--- src/hw/rtl/pds_pkg.sv ---
package pds_pkg;

    localparam int POS_W   = 16;
    localparam int GAIN_W  = 16;
    localparam int INTEG_W = 32;
    localparam int DERIV_W = POS_W + 1;
    localparam int SPD_W   = 16;
    localparam int DRV_W   = 15;
    localparam int SUM_W   = 20;
    localparam int PADDR_W = 4;
    localparam int PDATA_W = 32;

    // Product widths: unsigned Q8.8 gain (zero-extended by one bit) times a signed operand
    localparam int PPROP_W  = GAIN_W + 1 + POS_W;
    localparam int PINTEG_W = GAIN_W + 1 + INTEG_W;
    localparam int PDERIV_W = GAIN_W + 1 + DERIV_W;

    // Power sum and the speed before the clamp, both in Q.23
    localparam int POW_W = PINTEG_W + 2;
    localparam int V23_W = POW_W + 1;

    localparam int          ONE_Q15  = 32768;
    localparam logic [23:0] TOP_Q23  = 24'd8388608;

    // Register indexes on the configuration port
    typedef enum logic [1:0] {
        REG_GAIN_PROP  = 2'd0,
        REG_GAIN_INTEG = 2'd1,
        REG_GAIN_DERIV = 2'd2,
        REG_BASE_SPEED = 2'd3
    } t_reg_idx;

    typedef struct packed {
        logic [GAIN_W-1:0] gain_prop;
        logic [GAIN_W-1:0] gain_integ;
        logic [GAIN_W-1:0] gain_deriv;
        logic [GAIN_W-1:0] base_speed;
    } t_cfg;

    typedef struct packed {
        logic signed [POS_W-1:0]   pos;
        logic signed [DERIV_W-1:0] deriv;
        logic signed [INTEG_W-1:0] integ;
    } t_front;

    typedef struct packed {
        logic signed [PPROP_W-1:0]  p_prop;
        logic signed [PINTEG_W-1:0] p_integ;
        logic signed [PDERIV_W-1:0] p_deriv;
    } t_prod;

    // Clamp a Q.23 speed to 0..1.0 and drop the eight gain fraction bits
    function automatic logic [SPD_W-1:0] clamp_speed(input logic signed [V23_W-1:0] v);
        logic [SPD_W-1:0] res;
        if (v < 0) begin
            res = '0;
        end else if (v > $signed({1'b0, {(V23_W - 25){1'b0}}, TOP_Q23})) begin
            res = SPD_W'(ONE_Q15);
        end else begin
            res = v[23:8];
        end
        return res;
    endfunction

endpackage

--- src/hw/rtl/pds_regs.sv ---
module pds_regs
    import pds_pkg::*;
(
    input  logic               i_clk,
    input  logic               i_rst_n,
    input  logic               psel,
    input  logic               penable,
    input  logic               pwrite,
    input  logic [PADDR_W-1:0] paddr,
    input  logic [PDATA_W-1:0] pwdata,
    output logic [PDATA_W-1:0] prdata,
    output logic               pready,
    output t_cfg               o_cfg
);

    t_cfg     r_cfg;
    t_reg_idx idx;
    logic     wr_en;

    assign idx    = t_reg_idx'(paddr[3:2]);
    assign wr_en  = psel && penable && pwrite;
    assign pready = 1'b1;
    assign o_cfg  = r_cfg;

    always_ff @(posedge i_clk) begin
        if (!i_rst_n) begin
            r_cfg.gain_prop  <= 16'd256;
            r_cfg.gain_integ <= 16'd0;
            r_cfg.gain_deriv <= 16'd5120;
            r_cfg.base_speed <= 16'd32768;
        end else if (wr_en) begin
            unique case (idx)
                REG_GAIN_PROP:  r_cfg.gain_prop  <= pwdata[GAIN_W-1:0];
                REG_GAIN_INTEG: r_cfg.gain_integ <= pwdata[GAIN_W-1:0];
                REG_GAIN_DERIV: r_cfg.gain_deriv <= pwdata[GAIN_W-1:0];
                REG_BASE_SPEED: r_cfg.base_speed <= pwdata[GAIN_W-1:0];
                default: ;
            endcase
        end
    end

    always_comb begin
        unique case (idx)
            REG_GAIN_PROP:  prdata = PDATA_W'(r_cfg.gain_prop);
            REG_GAIN_INTEG: prdata = PDATA_W'(r_cfg.gain_integ);
            REG_GAIN_DERIV: prdata = PDATA_W'(r_cfg.gain_deriv);
            REG_BASE_SPEED: prdata = PDATA_W'(r_cfg.base_speed);
            default:        prdata = '0;
        endcase
    end

endmodule

--- config.mk ---
export PLATFORM = sky130hd
export DESIGN_NAME = pds_regs
export DESIGN_NICKNAME = d
export VERILOG_FILES = /design/src/hw/rtl/pds_pkg.sv /design/src/hw/rtl/pds_regs.sv
export SDC_FILE = /design/constraint.sdc
export NUM_CORES = 1
export LEC_CHECK = 0
export BUFFER_PORTS_ARGS = -buffer_cell sky130_fd_sc_hd__buf_2
export CORE_ASPECT_RATIO = 1.4
export CORE_UTILIZATION = 43
export CTS_CLUSTER_DIAMETER = 60
export DETAILED_ROUTE_END_ITERATION = 16
export GPL_ROUTABILITY_DRIVEN = 0
export PLACE_DENSITY = 0.82
export REMOVE_ABC_BUFFERS = 1
export SETUP_SLACK_MARGIN = 0.02
export SLEW_MARGIN = 5
export SYNTH_ARGS = -nofsm -noshare
export SYNTH_HDL_FRONTEND = slang
export SYNTH_SLANG_ARGS = --single-unit
--- constraint.sdc ---
create_clock -name i_clk -period 1.2 [get_ports i_clk]
set_input_delay 0 -clock i_clk [delete_from_list [all_inputs] [get_ports i_clk]]
set_output_delay 0 -clock i_clk [all_outputs]
set_load 0.01 [all_outputs]
Word level (Yosys, flattened, before mapping):

Index checks and enable logic that the tools add are counted.
Widths: inputs -> output; s select.

* bits in registers: 64
* bits of input ports: 41
* output and inout bits: 97
* word-level logic and storage cells: 15

* equal/unequal tests: 3
* muxes and demuxes: 1
* reductions and logical operators: 7

Operators with widths (count)
* $pmux 32 s4: 1
* $reduce_and 2->1: 4
* $eq 2x2->1 const B: 2
* $eq 2x1->1 const B: 1
* $logic_and 1x1->1: 2
* $logic_not 2->1: 1

Longest topological paths before layout:

* depth after elaboration: 3
* mapped depth: 6

Worst setup path before layout:

Ideal clock, no wire load.

* path kind: input to register
* start point: input port pwrite
* end point: register r_cfg (netlist bit o_cfg[49])
* setup time: 0.072 ns
* arrival: 0.805 ns
* setup slack: 0.323 ns
* cell stages on the path: 5
* path buffers: 2
* path through: and3_4 nor3b_2 buf_6 buf_12 mux2i_1

* cells in the longest elaborated chain, start to end: 2

Ends and longest elaborated chain
* start: declaration: line pds_regs.sv:8 `input logic pwrite,`
* $logic_and 1x1->1: line pds_regs.sv:21 `assign wr_en = psel && penable && pwrite;`
* $reduce_and 2->1 (no line)
* end: declaration: line pds_regs.sv:16 `t_cfg r_cfg;`

Every way passes these cells.
A chain may end at the register's enable or synchronous reset.

Worst setup path after layout:

* start point: register r_cfg (netlist bit o_cfg[4])
* end point: output port prdata[4]

* cells in the longest elaborated chain, start to end: 1

Ends and longest elaborated chain
* $pmux 32 s4: line pds_regs.sv:43 `unique case (idx)`
* end: declaration: line pds_regs.sv:11 `output logic [PDATA_W-1:0] prdata,`

Every way passes these cells. The select of a mux whose other input is x is not followed.

==> results.ini <==
[cts]
clock_tree.htree_level_count=3
clock_tree.buffer_depth=2
clockRootBuffer=clkbuf_8
tritoncts=done
number_of_sinks_handled_by_clock_tree_synthesis=64
cts_buffers=9
clk_transition_reported_paths_ns=0.06
clock_insertion_delay_worst_skew_ns=0.33

[finish]
final_layout_size_suffix_gt1_share_pct=52.6
nets=460
area.growth.synth_to_final_pct=41.9
multiInputGateArea_um2=1450
seqCellArea_um2=1340
antenna_cells=0
largest_register_ffs=64
number_of_filler_cells_placed_in_the_layout=528
stdcell_count=516

[timing]
finalMaxSlewViolations=0
worst_slack_ns=-0.0893
skew_ns=0
timing.final.setup_violations=16
fmax_mhz=776
rsz0062_at_grt=true
final.period_utilization_pct=107
setup-tns-final_ns=-1.02
timing.final.hold_violations=0
timing.final.crit_period_ns=1.29

[route]
wirelength_routed_um=7810
detailedRoute.firstIterationViolations=108
vias=2536
wl_per_cell_um=15.1
antenna_violating_nets_post_route=0
drc_violations_left=0
routed_vias_inst=4.91
first_pass_iters=4

[hold_path]
hold_path.class=in2reg

[synth]
synth.yosys.warnings=0
synthCells=274
synth.yosys.seq_area_share_pct=43.3
synth_async_sr_flop_share_pct=0
synth.lib_cells_used.distinct=22
postSynthAreaPerCell_um2=10.8
ys_dominant_reg_cell=dfxtp_1
mappedNetlistArea_um2=2960
yosys_register_bits=64
synth_enable_flop_cells=0

[placed_design]
place.detailed.instances=458
place.detailed.hpwl_um=4900
port_buffers=102

[setup_path]
critical_path_arrival_ns=1.29
worst_setup_path_start_kind=register
path_max_fanout=2
critical_path_required_ns=1.20
criticalPathCategory=reg2out
worstSetupEndpointType=output pin

[floorplan]
fp.dieArea_um2=7220
die_height_um=100
coreArea_um2=6610
num_rows=35
die_w_um=72.1
pin_count=138
starting_density_of_the_core_pct=44.7

[run]
cap_violations=0

[grt]
grt_pass1_vias=2555
grt_pass1_wl_um=12200
antenna_found_initial=0
grt_max_degree=82
gr-total-overflow=0
overall_global_routing_resource_usage_pct=22.4

[outcome]
status=finished, violations left
failed_checks=negative setup slack

[power]
worst_ir_drop_vdd_mv=0.824
leakagePower_uw=0.00210
power.density_cell_area_nw_per_um2=1040

## layer usage
metal,share of wire (%),GRT usage [%]
met5,0,0
met4,2.1,9.20
met3,5.0,5.32
met2,54,40.7
met1,39,24.5
## metrics by stage
stage	hold WS, ns	cell area [um2]	util, %	total power [uW]	setup slack (ns)
floorplan	0.0718	2730	-	2390	-0.278
global placement	0.272	3520	53.2	2600	0.126
detailed placement	0.273	3520	53.2	2610	0.0982
CTS	0.00927	4150	62.8	4380	-0.0987
finish	0.00723	4200	63.5	4350	-0.0893
global route	0.0252	4200	63.5	4530	-0.133
## cell usage after synthesis (2+ instances only)
master	instances	share of area [%]
buf_2	2	0.34
buf_4	19	4.8
buf_6	7	2.7
clkbuf_1	8	1.0
conb_1	2	0.25
dfxtp_1	64	43
inv_1	3	0.38
mux2i_1	61	21
mux4_2	16	12
nand2_1	76	9.6
nor2b_1	2	0.42
o21ai_0	3	0.51
o311ai_0	2	0.59
## repair_timing
action / CTS / global route
buffers inserted: 25 / 2
hold buffers: 15 / 0
cloned: 0 / 0
endpoints found under the setup margin: 16 / 16
hold endpoints to repair: 48 / 0
resized for setup: 45 / 15
## power breakdown
group	switching, uW	internal (uW)	total (uW)	leakage (uW)
logic	245	221	466	0.00146
registers	18.4	2160	2170	0.000537
clock network	801	910	1710	0.0000992
total	1060	3290	4350	0.00210
## logic make-up after synthesis
kind of cell,share of synthesized area [%]
AND/OR/NAND/NOR,12.6
multiplexers,32.8
flip-flops,43.3
buffers and inverters,9.89
AO/OA/AOI/OAI,1.10
other,0.254
## worst max-delay path, cell delays in order (launching register included)
cell and delay [ns]:
dfxtp_2 0.33, mux4_2 0.49, buf_6 0.14
## path summary, 6_finish.rpt
check	startpoint	end	slack (ns)	cells past startpoint
max	o_cfg[4]	prdata[4]	-0.09	2
min	pwdata[7]	o_cfg[7]	0.007	3
max reg2reg	o_cfg[15]	o_cfg[15]	0.33	4
min reg2reg	o_cfg[7]	o_cfg[7]	0.46	2
## layout make-up
type	instances	share of cell area [%]
multi-input combinational	185	34.5
sequential	64	31.9
timing repair buffer	156	26.3
clock buffer	13	4.02
tap	92	2.74
clock inverter	3	0.357
inverter	3	0.268
## placed cells by master (no fill, tap or decap), types with 2 or more instances in the layout
cell type,count
o311ai_0,2
inv_1,3
o21ai_0,3
conb_1,17
dfxtp_2,46
dfxtp_1,18
clkinv_2,3
dlygate4sd3_1,15
nor2b_1,2
nand2_1,76
buf_4,34
buf_6,14
mux2i_1,61
buf_12,5
buf_2,88
clkbuf_8,12
mux4_2,16
(Power assumes the default switching activity.)
