===== src/hw/rtl/pds_pkg.sv =====
package pds_pkg;

    localparam int POS_W   = 16;
    localparam int GAIN_W  = 16;
    localparam int INTEG_W = 32;
    localparam int DERIV_W = POS_W + 1;
    localparam int SPD_W   = 16;
    localparam int DRV_W   = 15;
    localparam int SUM_W   = 20;
    localparam int PADDR_W = 4;
    localparam int PDATA_W = 32;

    // Product widths: unsigned Q8.8 gain (zero-extended by one bit) times a signed operand
    localparam int PPROP_W  = GAIN_W + 1 + POS_W;
    localparam int PINTEG_W = GAIN_W + 1 + INTEG_W;
    localparam int PDERIV_W = GAIN_W + 1 + DERIV_W;

    // Power sum and the speed before the clamp, both in Q.23
    localparam int POW_W = PINTEG_W + 2;
    localparam int V23_W = POW_W + 1;

    localparam int          ONE_Q15  = 32768;
    localparam logic [23:0] TOP_Q23  = 24'd8388608;

    // Register indexes on the configuration port
    typedef enum logic [1:0] {
        REG_GAIN_PROP  = 2'd0,
        REG_GAIN_INTEG = 2'd1,
        REG_GAIN_DERIV = 2'd2,
        REG_BASE_SPEED = 2'd3
    } t_reg_idx;

    typedef struct packed {
        logic [GAIN_W-1:0] gain_prop;
        logic [GAIN_W-1:0] gain_integ;
        logic [GAIN_W-1:0] gain_deriv;
        logic [GAIN_W-1:0] base_speed;
    } t_cfg;

    typedef struct packed {
        logic signed [POS_W-1:0]   pos;
        logic signed [DERIV_W-1:0] deriv;
        logic signed [INTEG_W-1:0] integ;
    } t_front;

    typedef struct packed {
        logic signed [PPROP_W-1:0]  p_prop;
        logic signed [PINTEG_W-1:0] p_integ;
        logic signed [PDERIV_W-1:0] p_deriv;
    } t_prod;

    // Clamp a Q.23 speed to 0..1.0 and drop the eight gain fraction bits
    function automatic logic [SPD_W-1:0] clamp_speed(input logic signed [V23_W-1:0] v);
        logic [SPD_W-1:0] res;
        if (v < 0) begin
            res = '0;
        end else if (v > $signed({1'b0, {(V23_W - 25){1'b0}}, TOP_Q23})) begin
            res = SPD_W'(ONE_Q15);
        end else begin
            res = v[23:8];
        end
        return res;
    endfunction

endpackage


===== src/hw/rtl/pds_front.sv =====
module pds_front
    import pds_pkg::*;
(
    input  logic                    i_clk,
    input  logic                    i_rst_n,
    input  logic                    i_valid,
    output logic                    o_stall,
    input  logic signed [POS_W-1:0] i_pos,
    output logic                    o_valid,
    input  logic                    i_stall,
    output t_front                  o_front
);

    logic                        r_valid;
    t_front                      r_front;
    logic signed [POS_W-1:0]     r_prev;
    logic signed [INTEG_W-1:0]   r_integ;
    logic signed [INTEG_W-1:0]   n_integ;
    logic signed [INTEG_W:0]     integ_sum;
    logic signed [DERIV_W-1:0]   deriv;
    logic                        take;

    assign o_stall = r_valid && i_stall;
    assign take    = i_valid && !o_stall;
    assign o_valid = r_valid;
    assign o_front = r_front;

    // Saturate on signed overflow of the accumulate
    always_comb begin
        integ_sum = (INTEG_W + 1)'(r_integ) + (INTEG_W + 1)'(i_pos);
        if (integ_sum[INTEG_W] != integ_sum[INTEG_W-1]) begin
            n_integ = integ_sum[INTEG_W] ? {1'b1, {(INTEG_W - 1){1'b0}}}
                                         : {1'b0, {(INTEG_W - 1){1'b1}}};
        end else begin
            n_integ = integ_sum[INTEG_W-1:0];
        end
        deriv = DERIV_W'(i_pos) - DERIV_W'(r_prev);
    end

    always_ff @(posedge i_clk) begin
        if (!i_rst_n) begin
            r_valid <= 1'b0;
            r_prev  <= '0;
            r_integ <= '0;
        end else begin
            if (!o_stall) begin
                r_valid <= i_valid;
            end
            if (take) begin
                r_prev  <= i_pos;
                r_integ <= n_integ;
            end
        end
    end

    always_ff @(posedge i_clk) begin
        if (take) begin
            r_front.pos   <= i_pos;
            r_front.deriv <= deriv;
            r_front.integ <= n_integ;
        end
    end

endmodule


===== config.mk =====
export PLATFORM = sky130hd
export DESIGN_NAME = pds_front
export DESIGN_NICKNAME = d
export VERILOG_FILES = /design/src/hw/rtl/pds_pkg.sv /design/src/hw/rtl/pds_front.sv
export SDC_FILE = /design/constraint.sdc
export NUM_CORES = 1
export LEC_CHECK = 0
export CORE_MARGIN = 8
export CORE_UTILIZATION = 30
export CTS_CLUSTER_DIAMETER = 30
export DETAILED_ROUTE_END_ITERATION = 8
export DONT_BUFFER_PORTS = 1
export SLEW_MARGIN = 10
export SYNTH_ARGS = -nofsm -noshare
export SYNTH_HDL_FRONTEND = slang
export SYNTH_SLANG_ARGS = --single-unit
export TNS_END_PERCENT = 20

===== constraint.sdc =====
create_clock -name i_clk -period 3.4 [get_ports i_clk]
set_input_delay 0.68 -clock i_clk [delete_from_list [all_inputs] [get_ports i_clk]]
set_output_delay 0.68 -clock i_clk [all_outputs]
set_load 0.01 [all_outputs]

# ---- Yosys cells after proc, flatten, opt, wreduce, memory -nomap -nowiden
# Index checks and enable logic that the tools add are counted.
# W data, S select, Z words.
dict set report op_classes {
  reduce_logical 3
  n_eq_ne 1
  muxes 2
  n_addsub 2
}
# op count
set op_table {}
lappend op_table {{$mux W32} 2}
lappend op_table {{$add A32 B16 Y33} 1}
lappend op_table {{$sub A16 B16 Y17} 1}
lappend op_table {{$logic_and A1 B1 Y1} 2}
lappend op_table {{$logic_not A1 Y1} 1}
lappend op_table {{$ne A1 B1 Y1} 1}
dict set report totals {
  register_bits 114
  out_inout_bits 67
  in_bits 20
}

# ---- Longest topological paths before layout
dict set report depth {
  ltp_word 3
  ltp_mapped 13
  depth_no_buf 12
}

# ---- Worst setup path after synthesis
# No wires, ideal clock.
dict set report synth_timing {
  kind {input to register}
  startpoint {input port i_stall}
  endpoint {register r_integ[18]}
  t_arrival_ns 3.466
  setup_slack_ns -0.141
  path_stages 6
  setup_ns 0.075
  cell_sequence {nand2_1 > nand2_1 > inv_1 > clkbuf_1 > o21ai_0 > a21oi_2}
}
dict set report synth_between {
  elab_chain_cells 3
}
# item line
set synth_lines {}
lappend synth_lines {{start, declared} pds_front.sv:10} ;# input logic i_stall,
lappend synth_lines {{$logic_and A1 B1 Y1} pds_front.sv:23} ;# assign o_stall = r_valid && i_stall;
lappend synth_lines {{$logic_not A1 Y1} --}
lappend synth_lines {{$logic_and A1 B1 Y1} pds_front.sv:24} ;# assign take = i_valid && !o_stall;
lappend synth_lines {{named net take} pds_front.sv:21} ;# logic take;
lappend synth_lines {{end signal, assigned} pds_front.sv:51} ;# r_integ <= n_integ;
lappend synth_lines {{end, declared} pds_front.sv:17} ;# logic signed [INTEG_W-1:0] r_integ;
# The timed path passes the listed nets, and every way through them passes these cells.
# A chain may end at the register's enable or synchronous reset.

# ---- Final worst setup path
dict set report layout_timing {
  startpoint {register r_integ[0]}
  endpoint {register r_front (netlist bit o_front[26]), data pin}
}
dict set report layout_between {
  elab_chain_cells 3
  word_cells_on_any_way 4
}
# item line
set layout_lines {}
lappend layout_lines {{$add A32 B16 Y33 *} pds_front.sv:30} ;# integ_sum = (INTEG_W + 1)'(r_integ) + (INTEG_W + 1)'(i_pos);
lappend layout_lines {{$mux W32 or $ne A1 B1 Y1 (tied branches)} {pds_front.sv:32, pds_front.sv:31}}
lappend layout_lines {{$mux W32 *} pds_front.sv:31} ;# if (integ_sum[INTEG_W] != integ_sum[INTEG_W-1]) begin
lappend layout_lines {{named net n_integ[26]} pds_front.sv:18} ;# logic signed [INTEG_W-1:0] n_integ;
lappend layout_lines {{end, declared} pds_front.sv:15} ;# t_front r_front;
# Mark *: on every way through the listed nets, which the timed path passes. The rest lies on a longest branch.

==> impl_metrics.yaml <==
clocking:
  clkSinkCount: 114
  post-cts-setup-buffers: 0
  maximum_count_of_clock_buffers_along_a_single_path: 2
  ctsHoldBuffers: 0
  cts_resized: 0
  tritoncts.num_buffers: 17
  cts_tree: "built"
  worstSkewPairLatency_ns: 0.42
  ctsHtreeMaxLevel: 4
  clk_root_buffer_cell: "sky130_fd_sc_hd__clkbuf_16"
  clk_transition_reported_paths_ns: 0.06
die:
  die_height_um: 164
  floorplan.die_area_mm2: 0.0270
  fp.coreArea_mm2: 0.0217
  dieWidth_um: 164
  rows: 54
  initial_core_util_pct: 30.4
  io_pins: 87
drt:
  wl_mm: 16.0
  drt_pre_antenna_iters: 5
  detail-route-antenna-nets: 0
  drt_iter0_markers: 370
  routedWlPerCell_um: 16.1
  route.vias.total: 4894
  drc_errors: 0
  post_drt_via_cell_ratio: 4.94
placed_design:
  dp_hpwl_mm: 11.4
  place.gp.congestion: 0.830
  placement.setup.worst_slack_ns: -0.0240
  place.port_buffers: 0
  placed_area_mm2: 0.00698
  place_inst: 958
cells_and_area:
  final_area_mm2: 0.00765
  stdcell_count: 990
  design.final.nets: 767
  layout-area-overhead-vs-synth_pct: 15.9
  utilization_pct: 35.3
  drive_gt1_share_pct: 13.5
  antenna_cells_inserted: 0
yosys:
  number_of_synthesized_register_bits: 114
  synth_flop_cell: "sky130_fd_sc_hd__edfxtp_1"
  dominant_combinational_cell_family_by_area_after_synthesis: "compound AO/OA/AOI/OAI gates"
  synth_xor_xnor_area_share_pct: 4.91
  seq_area_frac_synth_pct: 44.4
  yosys.area_share.simple_pct: 14.2
  synth_compound_area_share_pct: 22.2
  synthesis.area_per_instance_um2: 9.61
  post_synth_mux_area_share_pct: 0.171
  synth.lib_cells_used.distinct: 57
  syn_area_mm2: 0.00660
  syn_nets: 757
  postSynthCellCount: 687
  edff_count_synth: 65
  synth_fa_ha_area_share_pct: 9.70
  fraction_of_registers_with_async_set_reset_pct: 0
  ys_warn_count: 0
worst_setup_path:
  critPathKind: "flip-flop to flip-flop"
  worst_ep_required_time_ns: 3.57
  arrival_ns: 3.23
  critical-path-max-stage-delay_ns: 0.38
  maximum_fanout_encountered_on_the_critical_timing_path: 7
  endpoint_kind: "flip-flop"
  crit_path_start_kind: "flip-flop"
  critPathSlowestCell: "sky130_fd_sc_hd__fa_1"
  timing.critical_path.cells: "ha_1, inv_1, fa_1, nand2b_1, a21oi_1, o21ai_2, o21ba_2, o21ai_2, a211oi_4, buf_4, a2bb2oi_2, nand2_1, nand2_1"
global_route:
  maximum_number_of_pins_on_one_net_before_global_route_repair: 63
  grt_first_pass_wirelength_mm: 26.0
  globalRouteTotalUtil_pct: 12.2
  grt.overflow.total: 0
  antenna_found_initial: 0
  grt_pass1_vias: 4864
timing:
  report.final.hold_viol_count: 0
  tightest_pin_transition_ns: 0.611
  rsz_0062_raised_after_global_routing: "false"
  hold-worst-slack_ns: 0.352
  min_period_over_period_pct: 90.2
  timing.fmax_ghz: 0.326
  finalWorstPathRequiredPeriod_ns: 3.07
  timing.slew.headroom_pct: 59.3
  clock_skew_ns: 0.00842
  timing.final.setup_violations: 0
  slew_violations: 0
  setup_ws_ns: 0.332
hold_path:
  hold_wc_path_type: "input pin to flip-flop"
flow_run:
  max_cap_viol_count: 0
power_and_ir_drop:
  ir_drop_mv: 0.295
  power.leakage_nw: 3.08
  cellPowerDensity_mw_per_mm2: 680
run_status:
  run_status: "finished, final reports clean"
[cells in the final DEF, fill, tap and decap left out, drive strengths merged, types with 6 or more instances in the layout]
cell / Yosys / layout
nand4: 13 / 13
dfxtp: 49 / 49
a21o: 18 / 18
edfxtp: 65 / 65
o21ai: 57 / 57
a21boi: 25 / 25
nand2b: 6 / 6
nor3: 12 / 12
o21a: 8 / 8
xor2: 9 / 9
a21oi: 64 / 64
clkbuf: 19 / 18
inv: 38 / 40
and2: 7 / 7
buf: 10 / 20
bufinv: 0 / 6
nand3: 12 / 12
a211oi: 6 / 6
ha: 48 / 48
nor2: 28 / 28
xnor2: 28 / 28
nand2: 114 / 114
[logic make-up after synthesis]
| kind of cell | Yosys count |
|---|---|
| and+or+nand+nor | 210 |
| buffers and inverters | 67 |
| xor gates and xnor gates | 37 |
| adders and majority gates | 50 |
| muxes | 1 |
| AOI/OAI and AO/OA | 208 |
| DFF | 114 |
[where the power goes]
group	switching, W	internal, W
logic	0.000750	0.000509
registers	0.000168	0.00173
clock network	0.000656	0.00139
[metrics by stage]
| step | power, W | TNS [ns] |
|---|---|---|
| detailed placement | 0.00320 | -0.303 |
| CTS | 0.00527 | 0 |
| floorplan | 0.00288 | 0 |
| finish | 0.00520 | 0 |
| global route | 0.00551 | 0 |
| global placement | 0.00319 | 0 |
[routing by layer]
layer / vias to the layer above / GRT usage (%) / wire length (um)
li1: 2475 / - / -
met1: 2315 / 14.8 / 7250
met2: 91 / 20.2 / 7760
met3: 13 / 3.88 / 799
met4: 0 / 3.76 / 142
met5: - / 0 / 0
[path summary, 6_finish.rpt]
path                                               from                endpoint  slack [ns]  depth (start not counted)
worst max-delay path            r_integ[0]$_SDFFE_PN0P_   o_front[26]$_DFFE_PP_        0.33                         13
worst min-delay path                           i_pos[1]   o_front[50]$_DFFE_PP_        0.35                          0
worst max register to register  r_integ[0]$_SDFFE_PN0P_   o_front[26]$_DFFE_PP_        0.33                         13
worst min register to register   r_prev[2]$_SDFFE_PN0P_  r_prev[2]$_SDFFE_PN0P_        0.46                          2
[registers in the layout (all words and copies together), names as in the netlist]
name,flops
o_front,65
r_integ,32
r_prev,16
o_valid,1
[layout make-up]
class	instances	area (um2)
fillers	2186	14000
multi-input cells	506	3380
flip-flops and latches	114	2930
clock buffers	18	439
well taps	280	350
clock inverters	14	233
repair buffers	20	175
inverters	38	145
[Yosys cell counts (18+ instances only)]
cell,count,area share (%)
sky130_fd_sc_hd__nor2_1,28,1.6
sky130_fd_sc_hd__a21boi_0,23,2.6
sky130_fd_sc_hd__edfxtp_1,65,30
sky130_fd_sc_hd__xnor2_1,28,3.7
sky130_fd_sc_hd__ha_1,48,9.1
sky130_fd_sc_hd__dfxtp_1,49,15
sky130_fd_sc_hd__inv_1,38,2.2
sky130_fd_sc_hd__a21oi_1,33,2.5
sky130_fd_sc_hd__a21oi_2,31,4.1
sky130_fd_sc_hd__nand2_1,114,6.5
sky130_fd_sc_hd__clkbuf_1,19,1.1
sky130_fd_sc_hd__o21ai_0,54,4.1
sky130_fd_sc_hd__a21o_1,18,2.0
[critical path, delay by kind of cell (launching register included)]
kind / cells / cell delay [ns]
fa+ha+maj: 2 / 0.57
buf+inv: 2 / 0.23
compound gates: 6 / 1.30
flops: 1 / 0.33
simple gates: 3 / 0.39
Power figures use the tool's default switching activity.
