--- src/hw/rtl/pds_pkg.sv ---
package pds_pkg;

    localparam int POS_W   = 16;
    localparam int GAIN_W  = 16;
    localparam int INTEG_W = 32;
    localparam int DERIV_W = POS_W + 1;
    localparam int SPD_W   = 16;
    localparam int DRV_W   = 15;
    localparam int SUM_W   = 20;
    localparam int PADDR_W = 4;
    localparam int PDATA_W = 32;

    // Product widths: unsigned Q8.8 gain (zero-extended by one bit) times a signed operand
    localparam int PPROP_W  = GAIN_W + 1 + POS_W;
    localparam int PINTEG_W = GAIN_W + 1 + INTEG_W;
    localparam int PDERIV_W = GAIN_W + 1 + DERIV_W;

    // Power sum and the speed before the clamp, both in Q.23
    localparam int POW_W = PINTEG_W + 2;
    localparam int V23_W = POW_W + 1;

    localparam int          ONE_Q15  = 32768;
    localparam logic [23:0] TOP_Q23  = 24'd8388608;

    // Register indexes on the configuration port
    typedef enum logic [1:0] {
        REG_GAIN_PROP  = 2'd0,
        REG_GAIN_INTEG = 2'd1,
        REG_GAIN_DERIV = 2'd2,
        REG_BASE_SPEED = 2'd3
    } t_reg_idx;

    typedef struct packed {
        logic [GAIN_W-1:0] gain_prop;
        logic [GAIN_W-1:0] gain_integ;
        logic [GAIN_W-1:0] gain_deriv;
        logic [GAIN_W-1:0] base_speed;
    } t_cfg;

    typedef struct packed {
        logic signed [POS_W-1:0]   pos;
        logic signed [DERIV_W-1:0] deriv;
        logic signed [INTEG_W-1:0] integ;
    } t_front;

    typedef struct packed {
        logic signed [PPROP_W-1:0]  p_prop;
        logic signed [PINTEG_W-1:0] p_integ;
        logic signed [PDERIV_W-1:0] p_deriv;
    } t_prod;

    // Clamp a Q.23 speed to 0..1.0 and drop the eight gain fraction bits
    function automatic logic [SPD_W-1:0] clamp_speed(input logic signed [V23_W-1:0] v);
        logic [SPD_W-1:0] res;
        if (v < 0) begin
            res = '0;
        end else if (v > $signed({1'b0, {(V23_W - 25){1'b0}}, TOP_Q23})) begin
            res = SPD_W'(ONE_Q15);
        end else begin
            res = v[23:8];
        end
        return res;
    endfunction

endpackage

--- src/hw/rtl/pds_out.sv ---
module pds_out
    import pds_pkg::*;
#(
    parameter int RING_DEPTH = 1
) (
    input  logic             i_clk,
    input  logic             i_rst_n,
    input  t_cfg             i_cfg,
    input  logic             i_valid,
    output logic             o_stall,
    input  t_prod            i_prod,
    output logic             o_valid,
    input  logic             i_stall,
    output logic [DRV_W-1:0] o_left_drive,
    output logic [DRV_W-1:0] o_right_drive,
    output logic             o_halt
);

    localparam int PTR_W = (RING_DEPTH > 1) ? $clog2(RING_DEPTH) : 1;
    localparam logic [PTR_W-1:0] PTR_LAST = PTR_W'(RING_DEPTH - 1);
    localparam logic [SUM_W-1:0] SUM_RST  = SUM_W'(RING_DEPTH * ONE_Q15);

    logic                     r_valid;
    logic [DRV_W-1:0]         r_left_drive;
    logic [DRV_W-1:0]         r_right_drive;
    logic                     r_halt;
    logic [SPD_W-1:0]         r_ring [RING_DEPTH];
    logic [PTR_W-1:0]         r_ptr;
    logic [SUM_W-1:0]         r_sum;
    logic [SUM_W-1:0]         n_sum;
    logic signed [POW_W-1:0]  power;
    logic signed [V23_W-1:0]  base23;
    logic [SPD_W-1:0]         left;
    logic [SPD_W-1:0]         right;
    logic                     take;

    assign o_stall       = r_valid && i_stall;
    assign take          = i_valid && !o_stall;
    assign o_valid       = r_valid;
    assign o_left_drive  = r_left_drive;
    assign o_right_drive = r_right_drive;
    assign o_halt        = r_halt;

    always_comb begin
        power  = POW_W'(i_prod.p_prop) + POW_W'(i_prod.p_integ) + POW_W'(i_prod.p_deriv);
        base23 = $signed({{(V23_W - GAIN_W - 8){1'b0}}, i_cfg.base_speed, 8'b0});
        left   = clamp_speed(base23 - V23_W'(power));
        right  = clamp_speed(base23 + V23_W'(power));
        n_sum  = r_sum - SUM_W'(r_ring[r_ptr]) + SUM_W'(left);
    end

    always_ff @(posedge i_clk) begin
        if (!i_rst_n) begin
            r_valid <= 1'b0;
            r_ptr   <= '0;
            r_sum   <= SUM_RST;
            for (int i = 0; i < RING_DEPTH; i++) begin
                r_ring[i] <= SPD_W'(ONE_Q15);
            end
        end else begin
            if (!o_stall) begin
                r_valid <= i_valid;
            end
            if (take) begin
                r_ring[r_ptr] <= left;
                r_sum         <= n_sum;
                r_ptr         <= (r_ptr == PTR_LAST) ? '0 : r_ptr + 1'b1;
            end
        end
    end

    always_ff @(posedge i_clk) begin
        if (take) begin
            r_left_drive  <= left[SPD_W-1:1];
            r_right_drive <= right[SPD_W-1:1];
            r_halt        <= (n_sum == '0);
        end
    end

endmodule

--- config.mk ---
export PLATFORM = sky130hd
export DESIGN_NAME = pds_out
export DESIGN_NICKNAME = d
export VERILOG_FILES = /design/src/hw/rtl/pds_pkg.sv /design/src/hw/rtl/pds_out.sv
export SDC_FILE = /design/constraint.sdc
export NUM_CORES = 1
export LEC_CHECK = 0
export ABC_CLOCK_PERIOD_IN_PS = 12450
export BUFFER_PORTS_ARGS = -buffer_cell sky130_fd_sc_hd__buf_4
export CAP_MARGIN = 20
export CELL_PAD_IN_SITES_DETAIL_PLACEMENT = 1
export CELL_PAD_IN_SITES_GLOBAL_PLACEMENT = 1
export CORE_UTILIZATION = 43
export CTS_BUF_LIST = sky130_fd_sc_hd__clkbuf_8
export CTS_CLUSTER_SIZE = 24
export DETAILED_ROUTE_END_ITERATION = 7
export PLACE_DENSITY = 0.92
export SYNTH_ARGS = -nofsm -noshare
export SYNTH_HDL_FRONTEND = slang
export SYNTH_SLANG_ARGS = --single-unit
--- constraint.sdc ---
create_clock -name i_clk -period 12.45 [get_ports i_clk]
set_clock_uncertainty 0.05 [all_clocks]
set_input_delay 1.8675 -clock i_clk [delete_from_list [all_inputs] [get_ports i_clk]]
set_output_delay 1.8675 -clock i_clk [all_outputs]
set_load 0.03 [all_outputs]
* After elaboration in Yosys (flattened, before gate mapping)
Memories as Yosys holds them, arrays and structs flattened. Index checks and enable logic that the tools add are counted.
Storage, ports and cells: flip-flop bits (word level) 52, latch bits 0, RAM bits 16, bits in read-only memories 0, input bits 184, output and inout bits 33, word-level logic and storage cells 32, memories kept 1
Memories:
- r_ring | depth 1, width 16, rd ports 1, clocked after memory_dff 0, wr ports 1, line pds_out.sv:27 | logic [SPD_W-1:0] r_ring [RING_DEPTH];
Operators by class: add/subtract/negate cells 6, multiply operators 0, divide/modulo/power cells 0, order comparisons 4, eq/ne operators 0, shift-type cells 0, muxes and demuxes 9, bitwise gates (word level) 0, reduce and logical (&&, ||, !) cells 6
Operator list (count):
- $gt 52x25->1 const B | 2
- $lt 52x1->1 const B | 2
- $mux 16 | 4
- $add 25x51->52 | 1
- $sub 25x51->52 | 1
- $add 50x34->51 | 1
- $add 33x49->50 | 1
- $add 20x16->20 | 1
- $logic_not 20->1 | 1
- $sub 20x16->20 | 1
- $reduce_or 16->1 | 1
- $mux 1 | 5
- $logic_and 1x1->1 | 2
- $reduce_or 2->1 | 1
- $logic_not 1->1 | 1

* Longest topological paths before layout
depth after elaboration 8, gate-level depth with buffers 42, gate-level depth less buffers 39

* Worst setup path after synthesis
OpenSTA, ideal clock, no wires.
kind input to register, start input i_prod[1] (netlist bit), end register r_halt, in the netlist o_halt, data pin, library setup time 0.182 ns, data arrival time 10.514 ns, required time 12.218 ns, path slack 1.704 ns, stages on the path 38, buffers on the path 2, path through fa_1 ha_1 fa_1 a211oi_2 o211ai_2 a31o_2 a21o_1 xor2_1 ha_1 or4_1 nor2_1 nand4_1 a21boi_0 o21bai_1 a21oi_1 and3_1 buf_6 and2_2 [... 2 more ...] buf_6 or3_1 fa_1 inv_1 fa_1 a21o_1 a21oi_1 o21bai_1 a21oi_1 o21bai_1 a211oi_1 o21ai_0 a31o_2 a41o_1 o41ai_1 xor2_1 nand4_1 nor4b_1
On the way: longest elaborated chain between the ends 7, elaborated cells between the ends (all ways) 8, those cells by class 3 x add/sub; 2 x order compare; 2 x mux; 1 x reduce/logical
RTL lines:
- start, declared | line pds_out.sv:11 | input t_prod i_prod,
- $add 50x34->51 (*) | line pds_out.sv:45 | power = POW_W'(i_prod.p_prop) + POW_W'(i_prod.p_integ) + POW_W'(i_prod.p_deriv);
- $sub 25x51->52 (*) | line pds_out.sv:47 | left = clamp_speed(base23 - V23_W'(power));
- $gt 52x25->1 | line pds_pkg.sv:57 | end else if (v > $signed({1'b0, {(V23_W - 25){1'b0}}, TOP_Q23})) begin
- $mux 16 | line pds_pkg.sv:57
- $mux 16 (*) | line pds_pkg.sv:55 | if (v < 0) begin
- $add 20x16->20 (*) | line pds_out.sv:49 | n_sum = r_sum - SUM_W'(r_ring[r_ptr]) + SUM_W'(left);
- $logic_not 20->1 (*) | line pds_out.sv:76 | r_halt <= (n_sum == '0);
- end signal, assigned | line pds_out.sv:76
- end, declared | line pds_out.sv:26 | logic r_halt;
Mark *: on every way between the ends. The rest lies on a longest branch, timed or not. A chain may end at the register's enable or synchronous reset.

* Worst setup path in the final report
Same ends and word-level chain as after synthesis.

==> impl_summary.md <==
Drt
The number of nets still failing antenna checks after routing is 0. Using the TritonRoute via totals, the vias-per-cell ratio works out to 6.00. The final routed DRC violation total is 0. In this run, the number of DRC markers left after iteration 0 of detailed routing was 524. The first TritonRoute pass finished after 4 iterations. The total via count after detailed routing is 10400. Summed over all layers, the routed wires come to 32.8 mm.

The final routed wire length divided by cell count is 18.9 microns.

GRT
The pin count of the biggest net entering global routing is 48. The first global-routing pass estimated 53.4 mm of wire. The total grt overflow is 0. The number of antenna violations at the first check in global routing is 1. The number of global-route vias before repair is 11100. The overall routing resource usage is 25.4%.

Place
At the end of routability-driven placement, the weighted congestion stood at 0.943. The post-detailed-placement half-perimeter wirelength is 27.7 mm. At the placement stage, the worst setup path has a slack of 0.0682 ns.

During placement, the flow inserted port buffers numbering 168. The number of placed instances, taps included, is 1720. The instance area after placement is 12200 sq um.

Finish
After routing the design area is 12400 sq um. The core occupancy in the finished layout is 50.9%. Excluding fillers, the count of instances in the completed layout stands at 1737. Compared with the post-synthesis result, the final layout area differs by 15.5%.

The final layout contains 1760 nets. In the final layout, the share of cells above drive strength 1 is 17.3%.

STA
The slew at the pin closest to its max-slew limit is 0.965 ns. The total of endpoints with negative setup slack in the final report is 0. The worst slew slack as a fraction of its limit is 35.4%. Setup slack closes at 0.604 ns. Summed over all failing endpoints, the final setup total negative slack is 0 ns.

Of the available clock period, the critical path in the final layout requires 95.1%. The count of endpoints failing hold in the final timing report is 0. Setup repair after global routing left no endpoint under its margin. Based on the critical path, the design can be clocked at up to 84.4 MHz. Counting I/O delays and the setup requirement, the final critical path takes 11.85 ns. The max-slew violation count is 0.

Critical path
The worst setup path is launched from an input pin. STA classifies the critical path endpoint as a flip-flop. Along the worst path, the maximum fanout reaches 12.

Data arrives at the worst endpoint at 11.97 ns. The critical path is of the input pin to flip-flop type. The biggest cell delay along the critical path is 0.56 ns.

The slowest stage cell on the critical path is sky130_fd_sc_hd__or4_1. The required time of the critical path is 12.58 ns. The library cell appearing most often on the critical path is sky130_fd_sc_hd__fa_1.

Power and ir drop
Summed over all cells, the static leakage comes to 0.00523 uW. For this design the ratio of total power to cell area is 169 nW/um^2. The switching power of the nets is 1120 uW. Of the total power, registers draw 14.0%. Across the VDD grid, the largest voltage drop is 0.0000815 V. The design internal power is 978 uW.

Of the total power, the share spent switching nets is 53.4%. The combinational cell fraction of total power is 78.1%. The share of power burned in the clock network is 7.8%.

Clock network
In this run the clock root is driven by a sky130_fd_sc_hd__clkbuf_8. The number of buffers inserted by hold repair at cts is 0. The clock latency of the later-clocked register in the worst-skew pair is 0.37 ns.

The CTS tree is yes. The total clock buffers created by CTS is 9. The clock passes through at most 2 buffers. After clock tree synthesis, the clock-pin slew on the worst setup and hold paths is 0.07 ns.

The H-tree generated during clock tree synthesis spans 3 levels. The tree built by TritonCTS fans out to 68 sinks. The number of post-CTS setup repair buffers is 0.

Logic synthesis
Summed over its instances, the top area cell type makes up 13.1% of the synthesized netlist area. By area the synthesized netlist is led by sky130_fd_sc_hd__edfxtp_1 (13%), sky130_fd_sc_hd__fa_1 (12%), sky130_fd_sc_hd__ha_1 (12%), sky130_fd_sc_hd__a21oi_1 (4.6%), sky130_fd_sc_hd__xnor2_1 (4.4%). Synthesis inferred 68 register bits. In the synthesized netlist the async set-or-reset flop fraction comes to 0%. During synthesis, Yosys emitted a total of 0 warnings.

The synthesized netlist occupies a cell area of 10700 sq um. The number of nets in the synthesized netlist is 1623. Synthesis instantiated 95 different standard cells from the library. Counting flops with a built-in enable in the synthesized netlist gives 47. After technology mapping, the gate count stands at 1270. sky130_fd_sc_hd__edfxtp_1 takes more of the synthesized area than any other cell. The per-instance average area after synthesis is 8.45 sq um. The most common flop cell mapped by yosys is sky130_fd_sc_hd__edfxtp_1. Summing the sequential cell areas from Yosys gives 17.1% of the chip area.

Flow run
Max-cap violations in this run came to 0.

Floorplanning
The die width is 160 microns. Row generation in the floorplan step produced 57 rows. The core region is 24400 sq um. The starting utilization of the core area is 44.0%.

The area of the die is 25600 sq um. The die extent in y is 160 microns. The top-level port count is 217.

Worst hold path
The worst hold path belongs to the class flip-flop to flip-flop.

Outcome
The run finished with clean final reports.
registers in the layout, indices dropped and copies added (netlist names):
register and count:
o_right_drive 15, r_sum 20, o_valid 1, o_left_drive 15
o_halt 1, r_ring 16
routing by layer:
metal  track usage [%]  share of wire, %  vias up
li1                  -                 -     4949
met1              31.5                44     5128
met2              45.0                50      274
met3              2.73               3.4       68
met4              9.57               3.0        0
met5                 0                 0        -
power groups by stage:
stage	Clock (uW)	Combinational [uW]	Sequential, uW
floorplan	0	1200	306
global placement	0	1520	296
detailed placement	0	1610	299
CTS	168	1620	295
global route	178	1810	299
finish	164	1640	295
cells in the mapped netlist, drive strengths merged (28+ instances only):
cell type / n
inv: 95
clkbuf: 32
nor4: 29
fa: 67
nor3: 51
o21bai: 28
xor2: 30
a21oi: 104
edfxtp: 47
a21o: 28
xnor2: 54
ha: 102
nor2: 83
o21ai: 55
nand2: 98
worst max-delay path, delay by kind of cell:
kind            cells  cell delay, ns
xor+xnor            2            0.46
buf+inv             2            0.18
fa+ha+maj           6            2.55
compound gates     18            4.11
simple gates        9            2.78
final timing paths:
| path | start | depth (start not counted) | slack (ns) | end |
|---|---|---|---|---|
| max | i_prod[1] | 37 | 0.60 | o_halt |
| min | r_sum[0] | 2 | 0.42 | r_sum[0] |
| max reg2reg | r_ring[0][1] | 16 | 7.87 | o_halt |
| min reg2reg | r_sum[0] | 2 | 0.42 | r_sum[0] |
area by class of cell:
cell class	instances	area (sq um)
antenna	1	2.50
clock buffer	9	124
tap	324	405
clock inverter	7	53.8
sequential	68	1830
multi-input combinational	1058	8320
inverter	96	360
timing repair buffer	174	1310
fill	2979	12000
cells by family (layout without fill, tap and decap cells):
kind of cell	count (synthesis)	count (layout)	synth area share [%]
buffers and inverters	144	286	5.55
other	0	1	0
DFF	68	68	17.1
muxes	12	12	1.15
adders and majority gates	169	169	24.4
and+or+nand+nor	419	419	20.3
AOI/OAI and AO/OA	374	374	24.6
xor gates and xnor gates	84	84	6.99
placed cells by master, fill, tap and decap left out, types with 8 or more instances in the layout:
cell type,netlist,final
sky130_fd_sc_hd__o21ai_0,40,40
sky130_fd_sc_hd__mux2i_1,9,9
sky130_fd_sc_hd__a21boi_0,16,16
sky130_fd_sc_hd__o211ai_1,18,18
sky130_fd_sc_hd__a21o_1,28,28
sky130_fd_sc_hd__and4_1,10,10
sky130_fd_sc_hd__o21ai_1,12,12
sky130_fd_sc_hd__or3_1,21,21
sky130_fd_sc_hd__fa_1,67,67
sky130_fd_sc_hd__nor3_1,50,50
sky130_fd_sc_hd__clkbuf_8,0,9
sky130_fd_sc_hd__inv_1,95,95
sky130_fd_sc_hd__nor2_1,83,83
sky130_fd_sc_hd__and2_1,15,15
sky130_fd_sc_hd__a211oi_1,9,8
sky130_fd_sc_hd__nor4_1,28,28
sky130_fd_sc_hd__nand2_1,98,98
sky130_fd_sc_hd__buf_4,1,174
sky130_fd_sc_hd__edfxtp_1,47,47
sky130_fd_sc_hd__nand4_1,20,20
sky130_fd_sc_hd__ha_1,102,102
sky130_fd_sc_hd__and3_1,17,16
sky130_fd_sc_hd__o21a_1,16,16
sky130_fd_sc_hd__a211o_1,8,8
sky130_fd_sc_hd__dfxtp_1,21,21
sky130_fd_sc_hd__o21bai_1,28,28
sky130_fd_sc_hd__a31oi_1,8,8
sky130_fd_sc_hd__xnor2_1,54,54
sky130_fd_sc_hd__a21oi_1,99,99
sky130_fd_sc_hd__xor2_1,28,28
sky130_fd_sc_hd__o31ai_1,8,8
sky130_fd_sc_hd__nand2b_1,9,9
sky130_fd_sc_hd__nand3_1,26,26
through the flow:
stage / hold WS, ns / total power (uW)
final: 0.421 / 2100
after global routing: 0.451 / 2280
after CTS: 0.424 / 2090
after detailed placement: 0.412 / 1910
after global placement: 0.399 / 1810
after floorplan: 0.393 / 1500
what timing repair did:
item                       4_1_cts  5_1_grt
resized for setup                0        2
setup endpoints to repair        0        1
hold endpoints to repair         0        0
(Power assumes the default switching activity.)
